## src/rtl/csp_pkg.sv

```systemverilog
// Package with the types and constants shared by the centrosymmetry block.
package csp_pkg;
  localparam int NbrCount = 12;
  localparam int KeptPairs = 6;
  localparam int CoordWidth = 24;
  localparam int DistWidth = 2 * CoordWidth + 2;
  localparam int CutWidth = 48;
  localparam int CspWidth = 53;
  localparam int IdxWidth = $clog2(NbrCount + 1);
  localparam int PairWidth = $clog2(KeptPairs + 1);

  typedef struct packed {
    logic signed [CoordWidth-1:0] rel_x;
    logic signed [CoordWidth-1:0] rel_y;
    logic signed [CoordWidth-1:0] rel_z;
    logic last_neighbor;
    logic no_neighbor;
  } in_word_t;

  typedef struct packed {
    logic [CspWidth-1:0] csp_value;
    logic too_few;
  } out_word_t;

  typedef logic signed [CoordWidth:0] sum_t;
  typedef logic [DistWidth-1:0] dist_t;
endpackage

```

## src/rtl/csp_sqr_unit.sv

```systemverilog
// Shared squaring unit: accumulates the squared length of a vector, one axis per cycle while step is high.
module csp_sqr_unit (
  input  logic clk,
  input  logic clear,
  input  logic step,
  input  csp_pkg::sum_t comp,
  output csp_pkg::dist_t acc
);
  import csp_pkg::*;
  logic [CoordWidth:0] mag;
  logic [2*CoordWidth+1:0] sq;
  dist_t acc_r, acc_nxt;

  always_comb begin
    mag = comp[CoordWidth] ? (~comp + 1'b1) : comp;
    sq = mag * mag;
    acc_nxt = acc_r;
    if (clear) begin
      acc_nxt = '0;
    end else if (step) begin
      acc_nxt = acc_r + dist_t'(sq);
    end
  end

  always_ff @(posedge clk) begin
    acc_r <= acc_nxt;
  end

  assign acc = acc_r;
endmodule

```

## config.mk

```make
export PLATFORM = sky130hd
export DESIGN_NAME = csp_sqr_unit
export DESIGN_NICKNAME = d
export VERILOG_FILES = /design/src/rtl/csp_pkg.sv /design/src/rtl/csp_sqr_unit.sv
export SDC_FILE = /design/constraint.sdc
export NUM_CORES = 1
export LEC_CHECK = 0
export BUFFER_PORTS_ARGS = -buffer_cell sky130_fd_sc_hd__buf_2
export CORE_MARGIN = 2
export CORE_UTILIZATION = 65
export DETAILED_ROUTE_END_ITERATION = 10
export GPL_ROUTABILITY_DRIVEN = 0
export GPL_TIMING_DRIVEN = 0
export PLACE_DENSITY = 0.83
export SETUP_SLACK_MARGIN = 0.02
export SLEW_MARGIN = 20
export SYNTH_ARGS = -nofsm -noshare
export SYNTH_HDL_FRONTEND = slang
export SYNTH_SLANG_ARGS = --single-unit
```

## constraint.sdc

```tcl
create_clock -name clk -period 12.3 [get_ports clk]
set_input_delay 3.075 -clock clk [delete_from_list [all_inputs] [get_ports clk]]
set_output_delay 3.075 -clock clk [all_outputs]
set_load 0.01 [all_outputs]
```

=== Word level (Yosys, flattened, before mapping) ===
Index checks and enable logic that the tools add are counted.

* Multiplexer cells: 1
* Bitwise operators: 1
* Multipliers: 1
* Add/subtract/negate cells: 2

{| class="wikitable"
|+ Operator list
! operator !! count
|-
| 50-bit adder || 1
|-
| 25-bit by 25-bit multiplier with 50-bit output || 1
|-
| 25-bit by 1-bit adder with 25-bit output (second input constant) || 1
|-
| 25-bit two-way mux || 1
|-
| 25-bit inverter || 1
|}

* Logic and storage cells: 6
* Register bits: 50

=== Longest topological paths before layout ===
* Depth in word-level cells: 5
* Depth in mapped cells: 36

=== Worst setup path after synthesis ===
OpenSTA, ideal clock, no wires.

* Path type: input to register
* From: input port comp[0]
* To: register acc_r[41], in the netlist acc[41]
* Setup slack: 0.979 ns
* Required time: 12.194 ns
* Buffers on the path: 3
* Stages: 32
* Data arrival time: 11.215 ns
* Path through: clkbuf_1 clkinv_1 clkbuf_1 ha_1 nor2b_1 nand3_1 o31ai_1 xor2_1 inv_1 clkbuf_1 nand2_1 fa_1 inv_1 fa_1 fa_1 fa_1 inv_1 fa_1 inv_1 fa_1 inv_1 fa_1 inv_1 ha_1 and2_1 and3_1 and3_1 and3_1 a21o_1 o31ai_1 a21oi_1 o311ai_0

* Word-level cells in the longest chain between the ends: 5

{| class="wikitable"
|+ Ends and longest elaborated chain
! item !! line !! text
|-
| start, declared || csp_sqr_unit.sv:6 || <nowiki>input csp_pkg::sum_t comp,</nowiki>
|-
| 25-bit inverter || csp_sqr_unit.sv:15 || <nowiki>mag = comp[CoordWidth] ? (~comp + 1'b1) : comp;</nowiki>
|-
| 25-bit by 1-bit adder with 25-bit output || csp_sqr_unit.sv:15 ||
|-
| 25-bit two-way mux (*) || csp_sqr_unit.sv:15 ||
|-
| 25-bit by 25-bit multiplier with 50-bit output (*) || csp_sqr_unit.sv:16 || <nowiki>sq = mag * mag;</nowiki>
|-
| 50-bit adder (*) || csp_sqr_unit.sv:21 || <nowiki>acc_nxt = acc_r + dist_t'(sq);</nowiki>
|-
| end signal, assigned || csp_sqr_unit.sv:26 || <nowiki>acc_r <= acc_nxt;</nowiki>
|-
| end, declared || csp_sqr_unit.sv:12 || <nowiki>dist_t acc_r, acc_nxt;</nowiki>
|}

Every way passes the cells marked *; elsewhere a longest branch is shown, timed or not.
A chain may end at the register's enable or synchronous reset.

=== Worst setup path after layout ===
* From: input port comp[0]
* To: register acc_r[45], in the netlist acc[45]

Same word-level chain as after synthesis.

==> summary.txt <==
Floorplanning
  – Core area: 31600 µm²
  – Chip Height: 184 µm
  – Die area: 33700 µm²
  – Io pins: 78
  – Die Wd: 184 µm
  – Initial core utilization: 66.3%
  – Site Rows: 65

CTS
  – # hold bufs at CTS: 0
  – Clock transition at path regs: 0.08 ns
  – Clk root buf: clkbuf_16
  – CTS sink cnt: 50
  – CTS Buf Count: 5
  – CTS tree: done
  – Clk Latency, worst-skew pair: 0.34 ns
  – Maximum root-to-sink buffer count: 2
  – Htree depth: 2

GRT
  – GRT Util Overall: 37.8%
  – Initial antenna violation count: 0
  – Vias in the first global route: 18400
  – Pin count of the biggest net entering global routing: 16
  – Total grt overflow: 0
  – First-pass GRT wire length: 95.3 mm

Detailed routing
  – # DRC: 0
  – Antenna Nets Post-Route: 0
  – DRT Wirelength: 59.4 mm
  – Initial DRC count: 1442
  – Vias: 16600
  – Routed vias/inst: 5.79
  – WL/cell: 20.8 µm
  – Drt pass-1 iters: 9

Worst hold path
  – Worst Hold Class: reg -> reg

Setup path
  – R2R Setup Slk: 6.37 ns
  – WP buf/inv: 10
  – Critical Path Stages: 33
  – Worst path max stage delay: 0.55 ns
  – Crit path launch: comp[0]
  – Worst setup path endpoint: acc[45]$_SDFFE_PP0P_
  – R2R depth: 18
  – Worst setup EP type: flip-flop
  – Worst r2r src: acc[20]$_SDFFE_PP0P_
  – RR Endpoint: acc[48]$_SDFFE_PP0P_
  – Crit path top cell by count: fa_1
  – Slowest-stage cell, CP: fa_1
  – Cell family with most CP delay: adder cells
  – Setup crit start kind: input port
  – WP data required: 12.53 ns
  – Worst path arrival time: 12.45 ns
  – Critical Path Fanout Max: 10
  – Crit Path Class: in -> reg

Synth
  – Synth Register Bits: 50
  – Synth unique cells: 69
  – Post-synthesis sequential area ratio: 4.77%
  – Syn Std Cell Area: 21000 µm²
  – Number of flops mapped to enable cells by yosys: 0
  – Ys flop type: dfxtp_1
  – Avg Cell Area, Syn: 8.96 µm²
  – Count of mapped cells out of synthesis: 2343
  – Synth async-reset ratio: 0%
  – Synthesis warning total: 0

Timing
  – Crit path time final: 12.22 ns
  – Slew @ Worst Pin: 1.31 ns
  – Fin. max-slew vios: 0
  – Hold Fails Final Rpt: 0
  – Final period util: 99.3%
  – Max-slew headroom: 12.5%
  – F_max: 81.8 MHz
  – Worst Slack Setup Final: 0.0813 ns
  – Clock Skew: 0.0101 ns
  – Worst hold slack: 0.491 ns
  – # setup viols final: 0

Finish
  – N_diodes: 0
  – Layout Nets: 3176
  – Area grow syn2layout: 7.17%
  – Layout cell share with drive strength beyond 1: 6.97%
  – Largest register FFs: 50
  – Post-layout util: 71.1%
  – Filler cells: 2293

Status
  – Outcome: complete, no violations

Place
  – Port bufs: 76
  – Setup WS pre-CTS: -2.18 ns
  – Post-DP HPWL: 50.2 mm

Run
  – Max_cap viols: 0
[logic make-up after synthesis]
kind of cell | synth area share (%)
simple gates | 10.1
buf+inv | 14.3
xor+xnor | 2.99
flops | 4.77
fa+ha+maj | 59.9
mux | 1.41
compound gates | 6.52
other cells | 0.0358
[synthesized netlist by cell type, drive strengths merged, types with 2 or more instances]
library cell    n  share of area, %
inv           730                13
fa            517                49
nand2         211               3.8
nor2          182               3.3
ha            177                11
a21oi          53               1.3
clkbuf         53              0.95
dfxtp          50               4.8
xor2           37               1.5
a21o           35               1.3
o21ai          35              0.83
xnor2          33               1.4
mux2i          27               1.3
nand3          23              0.55
and3           18              0.54
a31oi          12              0.36
nor3           12              0.29
a211oi          8              0.29
nand4           8              0.24
nor2b           8              0.24
buf             7              0.18
clkinv          7              0.13
o31ai           7              0.25
or3             7              0.21
and2            6              0.18
nand2b          6              0.18
o21a            6              0.21
a211o           5              0.21
o211ai          5              0.20
o41ai           5              0.21
a311o           4              0.19
o21bai          4              0.14
o311ai          4              0.17
a41oi           3              0.13
nor4            3              0.12
o2111ai         3              0.13
or2             3             0.089
or4             3              0.13
a2111o          2              0.11
conb            2             0.036
mux2            2              0.13
nor4b           2             0.083
o22ai           2             0.060
o311a           2             0.095
[layer usage]
| layer | track usage, % | part of all wire, % | up-vias |
|---|---|---|---|
| li1 | - | - | 7085 |
| met1 | 44.9 | 35 | 8154 |
| met2 | 61.3 | 47 | 1001 |
| met3 | 13.1 | 12 | 312 |
| met4 | 19.6 | 6.3 | 2 |
| met5 | 0.296 | 0.029 | - |
[stage by stage]
| stage | area (µm²) | std cells | TNS (ns) |
|---|---|---|---|
| after floorplan | 21000 | 2360 | 0 |
| after global placement | 21900 | 2838 | -36.09 |
| after detailed placement | 21900 | 2838 | -40.52 |
| after CTS | 22300 | 2849 | 0 |
| after global routing | 22500 | 2857 | -0.496 |
| final | 22500 | 2857 | 0 |
[worst min-delay path, stage by stage, from the launching register on]
cell     delay, ns
dfxtp_1       0.33
nand2_1       0.05
o21ai_0       0.06
[timing repair]
item | CTS | global route
hold endpoints to repair | 0 | 0
buffers inserted | 5 | 10
pin swaps | 4 | 4
resized for setup | 31 | 42
setup endpoints to repair | 29 | 23
[cell type report]
type	instances	area (µm²)	share of cell area, %
clock inverters	2	12.5	0.0556
well taps	402	503	2.24
multi-input cells	1513	17300	77.0
inverters	737	2780	12.3
clock buffers	6	139	0.618
repair buffers	91	493	2.19
plain buffers	56	246	1.10
flip-flops and latches	50	1000	4.45
[cell usage in the layout, fill, tap and decap left out, types with 6 or more instances in the layout]
cell      instances
o21a_1            6
nand4_1           8
nor3_1           12
xnor2_1          28
inv_1           727
nand3_1          22
a31oi_1          10
nor2_1          180
a21oi_1          50
or3_1             7
buf_2            81
a211oi_1          8
clkbuf_1         34
nand2b_1          6
buf_4            15
a21o_1           35
and3_1           18
and2_1            6
nand2_1         210
xor2_2            9
dfxtp_1          50
ha_1            177
fa_1            517
o21ai_0          34
nor2b_1           8
xor2_1           26
mux2i_1          27
clkbuf_2         12
conb_1           19
[worst min path at each step]
stage / from / end / slack, ns / cells past startpoint
final: acc[46]$_SDFFE_PP0P_ / acc[46]$_SDFFE_PP0P_ / 0.49 / 2
after global routing: acc[46]$_SDFFE_PP0P_ / acc[46]$_SDFFE_PP0P_ / 0.51 / 2
after CTS: acc[46]$_SDFFE_PP0P_ / acc[46]$_SDFFE_PP0P_ / 0.50 / 2
after detailed placement: acc[46]$_SDFFE_PP0P_ / acc[46]$_SDFFE_PP0P_ / 0.48 / 2
after global placement: acc[46]$_SDFFE_PP0P_ / acc[46]$_SDFFE_PP0P_ / 0.46 / 2
after floorplan: acc[44]$_SDFFE_PP0P_ / acc[44]$_SDFFE_PP0P_ / 0.49 / 2
Power is not shown: default switching activity piles up to over one toggle a cycle in this logic, so the estimate is an artifact.
